$ cat config.mk
export PLATFORM = sky130hd
export DESIGN_NAME = serial_frame_encoder_sum_check
export DESIGN_NICKNAME = d
export VERILOG_FILES = /design/src/rtl/sfe_pkg.sv /design/src/rtl/serial_frame_encoder_sum_check.sv /design/src/rtl/sfe_front.sv /design/src/rtl/sfe_job_q.sv /design/src/rtl/sfe_back.sv
export SDC_FILE = /design/constraint.sdc
export NUM_CORES = 1
export LEC_CHECK = 0
export ABC_AREA = 1
export BUFFER_PORTS_ARGS = -buffer_cell sky130_fd_sc_hd__buf_2
export CAP_MARGIN = 20
export CELL_PAD_IN_SITES_DETAIL_PLACEMENT = 1
export CELL_PAD_IN_SITES_GLOBAL_PLACEMENT = 2
export CORE_ASPECT_RATIO = 0.6
export CORE_MARGIN = 5
export CORE_UTILIZATION = 37
export DETAILED_ROUTE_END_ITERATION = 8
export PLACE_DENSITY = 0.83
export SLEW_MARGIN = 25
export SYNTH_ARGS = -nofsm -noshare
export SYNTH_HDL_FRONTEND = slang
export SYNTH_SLANG_ARGS = --single-unit
$ cat constraint.sdc
create_clock -name clk -period 4.1 [get_ports clk]
set_clock_uncertainty 0.05 [all_clocks]
set_input_delay 0.82 -clock clk [delete_from_list [all_inputs] [get_ports clk]]
set_output_delay 0.82 -clock clk [all_outputs]
set_load 0.05 [all_outputs]
$ cat src/rtl/sfe_pkg.sv
// Shared types and constants of the serial frame encoder.
package sfe_pkg;

	localparam logic [7:0] CH_START = 8'h23;
	localparam logic [7:0] CH_ADDR0 = 8'h61;
	localparam logic [7:0] CH_BASE  = 8'h3D;
	localparam logic [7:0] CH_CR    = 8'h0D;

	localparam int SUM_W     = 12;
	localparam int STEP_W    = 3;
	localparam int JQ_DEPTH  = 4;
	localparam int JQ_PTR_W  = $clog2(JQ_DEPTH);

	localparam logic [1:0] POS_ZERO = 2'd0;
	localparam logic [1:0] POS_ONE  = 2'd1;
	localparam logic [1:0] POS_TWO  = 2'd2;

	localparam logic FUNC_START   = 1'b0;
	localparam logic FUNC_PAYLOAD = 1'b1;

	typedef enum logic {
		JOB_HDR = 1'b0,
		JOB_GRP = 1'b1
	} job_op_t;

	typedef struct packed {
		job_op_t    op;
		logic [7:0] d0;
		logic [7:0] d1;
		logic [7:0] d2;
		logic       close;
	} job_t;

	// Printable form of a 6-bit slice.
	function automatic logic [7:0] six_char(input logic [5:0] v);
		six_char = CH_BASE + {2'b00, v};
	endfunction

endpackage

$ cat src/rtl/serial_frame_encoder_sum_check.sv
// Top level of the serial text frame encoder with additive check.
// A result passes through the job queue, the current-job register and the output register.
// Throughput: one item per cycle in while the job queue has room; one character per cycle
// out while pop is held, and a steady payload stream gives 4 characters per 3 bytes.
// The character emitter sets the output rate; a 4-entry job queue absorbs bursts.
// Reset (arst_n low) closes any open frame and empties the queue and output.
module serial_frame_encoder_sum_check (
	input  logic       clk,
	input  logic       arst_n,
	input  logic       push,
	output logic       full,
	input  logic       func,
	input  logic [7:0] command,
	input  logic [7:0] dest_addr,
	input  logic [7:0] payload,
	input  logic       final_byte,
	input  logic       empty_frame,
	output logic       empty,
	input  logic       pop,
	output logic [7:0] tx_char,
	output logic       frame_end,
	output logic       run_last
);

	logic          accept;
	logic          job_push;
	sfe_pkg::job_t job_in;
	sfe_pkg::job_t job_head;
	logic          job_pop;
	logic          q_full;
	logic          q_empty;

	// Take an item whenever the job queue has room; every item makes at most one job.
	assign full   = q_full;
	assign accept = push && !q_full;

	// Classify the item, hold partial groups, and build jobs.
	sfe_front u_front (
		.clk         (clk),
		.arst_n      (arst_n),
		.accept      (accept),
		.func        (func),
		.command     (command),
		.dest_addr   (dest_addr),
		.payload     (payload),
		.final_byte  (final_byte),
		.empty_frame (empty_frame),
		.job_push    (job_push),
		.job         (job_in)
	);

	// Decouple the front from the emitter so either side can stall.
	sfe_job_q u_job_q (
		.clk     (clk),
		.arst_n  (arst_n),
		.wr_en   (job_push),
		.wr_job  (job_in),
		.rd_en   (job_pop),
		.rd_job  (job_head),
		.q_full  (q_full),
		.q_empty (q_empty)
	);

	// Emit one character per transfer, advancing the running sum.
	sfe_back u_back (
		.clk       (clk),
		.arst_n    (arst_n),
		.q_empty   (q_empty),
		.q_job     (job_head),
		.q_pop     (job_pop),
		.pop       (pop),
		.empty     (empty),
		.tx_char   (tx_char),
		.frame_end (frame_end),
		.run_last  (run_last)
	);

endmodule

$ cat src/rtl/sfe_front.sv
// Front end: accept items, track the open frame and pack payload into jobs.
module sfe_front (
	input  logic              clk,
	input  logic              arst_n,
	input  logic              accept,
	input  logic              func,
	input  logic [7:0]        command,
	input  logic [7:0]        dest_addr,
	input  logic [7:0]        payload,
	input  logic              final_byte,
	input  logic              empty_frame,
	output logic              job_push,
	output sfe_pkg::job_t     job
);

	logic       frame_open_q;
	logic [1:0] group_pos_q;
	logic [7:0] held_first_q;
	logic [7:0] held_second_q;

	always_comb begin
		job_push  = 1'b0;
		job.op    = sfe_pkg::JOB_HDR;
		job.d0    = dest_addr;
		job.d1    = command;
		job.d2    = 8'd0;
		job.close = empty_frame;
		if (func == sfe_pkg::FUNC_START) begin
			job_push = accept;
		end else begin
			job.op    = sfe_pkg::JOB_GRP;
			job.close = final_byte;
			case (group_pos_q)
				sfe_pkg::POS_ZERO: begin
					job.d0   = payload;
					job.d1   = 8'd0;
					job_push = accept && frame_open_q && final_byte;
				end
				sfe_pkg::POS_ONE: begin
					job.d0   = held_first_q;
					job.d1   = payload;
					job_push = accept && frame_open_q && final_byte;
				end
				default: begin
					job.d0   = held_first_q;
					job.d1   = held_second_q;
					job.d2   = payload;
					job_push = accept && frame_open_q;
				end
			endcase
		end
	end

	always_ff @(posedge clk or negedge arst_n) begin
		if (!arst_n) begin
			frame_open_q <= 1'b0;
			group_pos_q  <= sfe_pkg::POS_ZERO;
		end else if (accept) begin
			if (func == sfe_pkg::FUNC_START) begin
				frame_open_q <= !empty_frame;
				group_pos_q  <= sfe_pkg::POS_ZERO;
			end else if (frame_open_q) begin
				if (final_byte) begin
					frame_open_q <= 1'b0;
					group_pos_q  <= sfe_pkg::POS_ZERO;
				end else begin
					case (group_pos_q)
						sfe_pkg::POS_ZERO: group_pos_q <= sfe_pkg::POS_ONE;
						sfe_pkg::POS_ONE:  group_pos_q <= sfe_pkg::POS_TWO;
						default:           group_pos_q <= sfe_pkg::POS_ZERO;
					endcase
				end
			end
		end
	end

	// Hold bytes of a partial group.
	always_ff @(posedge clk) begin
		if (accept && func == sfe_pkg::FUNC_PAYLOAD && frame_open_q && !final_byte) begin
			if (group_pos_q == sfe_pkg::POS_ZERO) begin
				held_first_q <= payload;
			end
			if (group_pos_q == sfe_pkg::POS_ONE) begin
				held_second_q <= payload;
			end
		end
	end

endmodule

$ cat src/rtl/sfe_job_q.sv
// Short job queue between the front end and the character emitter.
module sfe_job_q (
	input  logic              clk,
	input  logic              arst_n,
	input  logic              wr_en,
	input  sfe_pkg::job_t     wr_job,
	input  logic              rd_en,
	output sfe_pkg::job_t     rd_job,
	output logic              q_full,
	output logic              q_empty
);

	sfe_pkg::job_t                  mem_q [sfe_pkg::JQ_DEPTH];
	logic [sfe_pkg::JQ_PTR_W-1:0]   wr_ptr_q;
	logic [sfe_pkg::JQ_PTR_W-1:0]   rd_ptr_q;
	logic [sfe_pkg::JQ_PTR_W:0]     count_q;

	assign rd_job  = mem_q[rd_ptr_q];
	assign q_full  = (count_q == (sfe_pkg::JQ_PTR_W+1)'(sfe_pkg::JQ_DEPTH));
	assign q_empty = (count_q == '0);

	always_ff @(posedge clk) begin
		if (wr_en) begin
			mem_q[wr_ptr_q] <= wr_job;
		end
	end

	always_ff @(posedge clk or negedge arst_n) begin
		if (!arst_n) begin
			wr_ptr_q <= '0;
			rd_ptr_q <= '0;
			count_q  <= '0;
		end else begin
			if (wr_en) begin
				wr_ptr_q <= wr_ptr_q + 1'b1;
			end
			if (rd_en) begin
				rd_ptr_q <= rd_ptr_q + 1'b1;
			end
			case ({wr_en, rd_en})
				2'b10:   count_q <= count_q + 1'b1;
				2'b01:   count_q <= count_q - 1'b1;
				default: count_q <= count_q;
			endcase
		end
	end

endmodule

$ cat src/rtl/sfe_back.sv
// Back end: expand jobs into characters, keep the frame sum, hold the output.
module sfe_back (
	input  logic              clk,
	input  logic              arst_n,
	input  logic              q_empty,
	input  sfe_pkg::job_t     q_job,
	output logic              q_pop,
	input  logic              pop,
	output logic              empty,
	output logic [7:0]        tx_char,
	output logic              frame_end,
	output logic              run_last
);

	sfe_pkg::job_t                 cur_q;
	logic                          cur_valid_q;
	logic [sfe_pkg::STEP_W-1:0]    step_q;
	logic [sfe_pkg::SUM_W-1:0]     sum_q;
	logic [5:0]                    sum_lo_q;
	logic                          out_valid_q;
	logic [7:0]                    tx_char_q;
	logic                          frame_end_q;
	logic                          run_last_q;

	logic                          adv;
	logic                          is_last;
	logic [sfe_pkg::STEP_W-1:0]    last_step;
	logic [sfe_pkg::STEP_W-1:0]    close_base;
	logic [sfe_pkg::STEP_W-1:0]    cstep;
	logic                          in_close;
	logic [7:0]                    ch;
	logic                          ch_end;
	logic [sfe_pkg::SUM_W-1:0]     sum_base;

	assign adv = cur_valid_q && (!out_valid_q || pop);

	always_comb begin
		if (cur_q.op == sfe_pkg::JOB_HDR) begin
			close_base = sfe_pkg::STEP_W'(3);
		end else begin
			close_base = sfe_pkg::STEP_W'(4);
		end
		last_step = cur_q.close ? (close_base + sfe_pkg::STEP_W'(2))
			: (close_base - sfe_pkg::STEP_W'(1));
		is_last  = (step_q == last_step);
		in_close = (step_q >= close_base);
		cstep    = step_q - close_base;
	end

	// Pick the character for the current step.
	always_comb begin
		ch     = sfe_pkg::CH_CR;
		ch_end = 1'b0;
		if (in_close) begin
			case (cstep)
				sfe_pkg::STEP_W'(0): ch = sfe_pkg::six_char(sum_q[11:6]);
				sfe_pkg::STEP_W'(1): ch = sfe_pkg::six_char(sum_lo_q);
				default: begin
					ch     = sfe_pkg::CH_CR;
					ch_end = 1'b1;
				end
			endcase
		end else if (cur_q.op == sfe_pkg::JOB_HDR) begin
			case (step_q)
				sfe_pkg::STEP_W'(0): ch = sfe_pkg::CH_START;
				sfe_pkg::STEP_W'(1): ch = sfe_pkg::CH_ADDR0 + cur_q.d0;
				default:             ch = cur_q.d1;
			endcase
		end else begin
			case (step_q)
				sfe_pkg::STEP_W'(0): ch = sfe_pkg::six_char(cur_q.d0[7:2]);
				sfe_pkg::STEP_W'(1): ch = sfe_pkg::six_char({cur_q.d0[1:0], cur_q.d1[7:4]});
				sfe_pkg::STEP_W'(2): ch = sfe_pkg::six_char({cur_q.d1[3:0], cur_q.d2[7:6]});
				default:             ch = sfe_pkg::six_char(cur_q.d2[5:0]);
			endcase
		end
		if (cur_q.op == sfe_pkg::JOB_HDR && step_q == '0) begin
			sum_base = '0;
		end else begin
			sum_base = sum_q;
		end
	end

	assign q_pop = !q_empty && (!cur_valid_q || (adv && is_last));

	always_ff @(posedge clk or negedge arst_n) begin
		if (!arst_n) begin
			cur_valid_q <= 1'b0;
			step_q      <= '0;
			out_valid_q <= 1'b0;
		end else begin
			if (q_pop) begin
				cur_valid_q <= 1'b1;
				step_q      <= '0;
			end else if (adv) begin
				cur_valid_q <= !is_last;
				step_q      <= step_q + 1'b1;
			end
			if (adv) begin
				out_valid_q <= 1'b1;
			end else if (pop) begin
				out_valid_q <= 1'b0;
			end
		end
	end

	always_ff @(posedge clk) begin
		if (q_pop) begin
			cur_q <= q_job;
		end
		if (adv) begin
			sum_q       <= sum_base + {{(sfe_pkg::SUM_W-8){1'b0}}, ch};
			tx_char_q   <= ch;
			frame_end_q <= ch_end;
			run_last_q  <= is_last;
			if (in_close && cstep == '0) begin
				sum_lo_q <= sum_q[5:0];
			end
		end
	end

	assign empty     = !out_valid_q;
	assign tx_char   = tx_char_q;
	assign frame_end = frame_end_q;
	assign run_last  = run_last_q;

endmodule
==> impl_results.md <==
- Worst setup SP type: register
- Worst path arrival time: 3.97 ns
- Compound-Gate Fraction of Synth Area: 0.1001
- Post-synth EDFFs: approximately 170
- Slew Limit Fails: 0
- DIE AREA: roughly 27000 um^2
- Vias: approximately 6000
- H-tree Lvls: 4
- Tmin final: 3.822 ns
- Worst Path Required: approximately 4.3 ns
- First-pass GRT wire length: approximately 36000 um
- TritonCTS clock tree: yes
- Chip width: roughly 210 um
- Placed Instances: ~1100
- Yosys warns: 0
- N_diodes: 0
- Fraction of synthesized cell area in xor and xnor cells: 0.02023
- Final wirelength: roughly 23000 um
- Mean Syn Cell Area: ~11 um^2
- Unrepaired setup endpoints after global routing: true
- HP Class: in2async
- Total power: around 0.0087 W
- FILL cells: 2545
- Main combinational cell family by area after synthesis: simple AND/OR/NAND/NOR gates
- Clk_lat worst skew: about 0.44 ns
- Setup Viol. Count Final: 0
- Cells after Synth: 794
- CP Capture Type: register
- Setup CP Type: reg2reg
- Top FF cell, synth: edfxtp_1
- Final period util: 0.9322
- ANT nets after route: 0
- Grt ovf: 0
- Critical register-to-register path startpoint: u_back.step_q[0]
- Initial antenna violation count: 0
- Slew Limit Headroom: 0.3005
- PwrDens: between 800 and 900 nW/um^2
- Inserted Clock Buffers: 17
- Largest net degree at the start of global routing: 54
- Slew at the pin closest to its max-slew limit: between 1 and 1.5 ns
- Post-Syn Area: roughly 8700 um^2
- Clk sinks: roughly 190
- Root buffer cell: clkbuf_16
- Total GRT Usage: 0.1731
- HPWL after detailed placement: between 15000 and 20000 um
- Yosys reg bits: roughly 190
- Status: complete, no violations
- Worst setup margin: between 0.2 and 0.3 ns
- Area grow syn2layout: 15.03%
- DRT iter0 DRCs: between 300 and 400
- F_max: ~0.26 GHz
- Async SR Flop Fraction: 0.07937
- Die H: ~130 um
- Hold_buf cts: 0
- Hold Vio Cnt, Final: 0
- Vias in the first global route: around 6200
- Dpl ws: -0.06324 ns
- Max-Cap Viols: 0
- Multi-input logic area: around 2700 um^2
- Via/cell ratio: just over 5
- Adder-cell share of the synthesized area: 0.04017
- Core area: between 20000 and 25000 um^2
- Register area: about 5600 um^2
- Layout Nets: ~910
- DRC viols: 0
- Gpl congestion: ~0.87
- Routed wire per std cell: between 15 and 20 um
- Seq/Total Area, Yosys: 0.6467
- Worst-path fanout max: 10
- Fin util: 0.4316
- Synth unique cells: 39
- Post-synthesis simple-gate area fraction: 0.1451
- Syn Nets: about 850
- Max rail drop VDD: 0.3960 mV
- Layout cells sized above 1: 0.1514
- Pleak: 3.895 nW
- Reg clk slew, reported paths: roughly 0.080 ns
- I/O Buffers: 42
- Post-synthesis mux area share: 0
- IO Pins: 43
- Max clock buf depth: 2
- Initial core utilization: 0.3752
- Final std cells w/o fill: 1180
- Crit path launch: u_back.step_q[0]
- Core Rows: 43
- First-pass DRT Iterations: 4
[critical path: stages (launching register included)]
cell and delay, ns:
dfrtp_2 0.43, inv_2 0.10, ha_1 0.16, inv_1 0.06, fa_1 0.39, nand2_1 0.09, nand2_1 0.08, nor2_4 0.17
nand2_4 0.12, nand2_1 0.11, inv_1 0.04, nor2_1 0.09, nand2_1 0.10, nand2_1 0.10, nand3_1 0.07, o21ai_1 0.08
inv_1 0.07, ha_1 0.35, nand2_1 0.11, nand2_1 0.08, o21a_1 0.19, a31oi_2 0.14, o21ai_2 0.17, nand2_1 0.08
xor2_1 0.14
[cell usage in the layout (no fill, tap or decap), types with 2 or more instances in the layout]
cell / count
o21a_1: 2
o21ai_2: 3
inv_2: 6
buf_2: 42
edfxtp_1: 174
inv_4: 3
inv_6: 4
o311ai_0: 7
clkbuf_16: 18
o21ai_0: 80
clkinv_8: 3
nor2_2: 11
inv_8: 2
fa_1: 3
clkinv_1: 3
buf_4: 20
o22ai_1: 29
xor2_1: 15
nand4_1: 5
nand2_4: 3
clkinv_4: 2
nor2_1: 112
inv_1: 72
a31o_2: 2
nand2_1: 118
ha_1: 21
nand2_2: 2
a21oi_1: 17
xnor2_1: 5
o21ai_1: 8
or2_2: 2
nor3_1: 5
nand3_1: 37
dfrtp_1: 14
[synth_stat cells, drive strengths merged (5+ instances only)]
cell,number,area share
edfxtp,174,0.60
nor2,124,0.056
nand2,123,0.056
o21ai,91,0.053
inv,79,0.035
nand3,38,0.022
o22ai,29,0.021
ha,23,0.033
clkbuf,20,0.0087
a21oi,17,0.0098
dfrtp,15,0.043
xor2,15,0.015
o311ai,8,0.0081
nor3,6,0.0048
nand4,5,0.0036
xnor2,5,0.0051
[per-stage QoR]
stage                     hold WS [ns]  area (um^2)  TNS [ns]
final                           0.2421         9961         0
after global routing            0.2446         9961  -0.04172
after CTS                       0.2391         9888         0
after detailed placement        0.3871         9291   -0.1306
after global placement          0.3836         9291         0
after floorplan                 0.3768         8660         0
[kinds of logic (layout without fill, tap and decap cells)]
group	Yosys count	count (layout)
and+or+nand+nor	300	300
DFF	189	189
AOI/OAI and AO/OA	154	154
buffers and inverters	105	176
adders and majority gates	26	26
xor gates and xnor gates	20	20
[path summary, 6_finish.rpt]
| kind | endpoint | slack [ns] | depth (start not counted) |
|---|---|---|---|
| worst max-delay path | u_back.sum_q[10] | 0.28 | 24 |
| worst min-delay path | u_job_q.wr_ptr_q[1] | 0.24 | 1 |
| worst max register to register | u_back.sum_q[10] | 0.28 | 24 |
| worst min register to register | u_back.sum_lo_q[4] | 0.41 | 0 |
| max in group asynchronous | u_back.step_q[0] | 3.46 | 1 |
| min in group clk | u_back.sum_lo_q[4] | 0.41 | 0 |
[report_power, final]
part	internal, W	switching (W)	leakage, nW	total [W]
Clock	0.000846	0.000798	0.294	0.00164
Combinational	0.00134	0.00275	1.81	0.00409
Sequential	0.00277	0.000232	1.79	0.00301
Total	0.00496	0.00378	3.89	0.00874
[layer usage]
| metal | up-vias | global-route usage | share of wire |
|---|---|---|---|
| met5 | - | 0 | 0 |
| met4 | 0 | 0.03768 | 0.0094 |
| met2 | 115 | 0.2685 | 0.45 |
| met1 | 2996 | 0.2533 | 0.50 |
| li1 | 2878 | - | - |
| met3 | 18 | 0.03704 | 0.040 |
[final cells by class]
class                      instances  share of cell area
timing repair buffer              62             0.03618
clock buffer                      18             0.04522
multi-input combinational        500              0.2713
clock inverter                    14             0.01419
sequential                       189              0.5624
inverter                          82             0.03115
tap                              315             0.03957
[timing repair]
item,4_1_cts,5_1_grt
endpoints found under the setup margin,3,6
buffers inserted,0,4
pin swaps,0,2
gates resized for setup,2,13
[sequential cells by signal, summed over array words and instances, names as in the netlist]
name / flops
u_back.cur_q: 26
u_back.cur_valid_q: 1
u_back.frame_end: 1
u_back.out_valid_q: 1
u_back.run_last: 1
u_back.step_q: 3
u_back.sum_lo_q: 6
u_back.sum_q: 12
u_back.tx_char: 8
u_front.frame_open_q: 1
u_front.group_pos_q: 2
u_front.held_first_q: 8
u_front.held_second_q: 8
u_job_q.count_q: 3
u_job_q.mem_q: 104
u_job_q.rd_ptr_q: 2
u_job_q.wr_ptr_q: 2
Power figures use the tool's default switching activity.
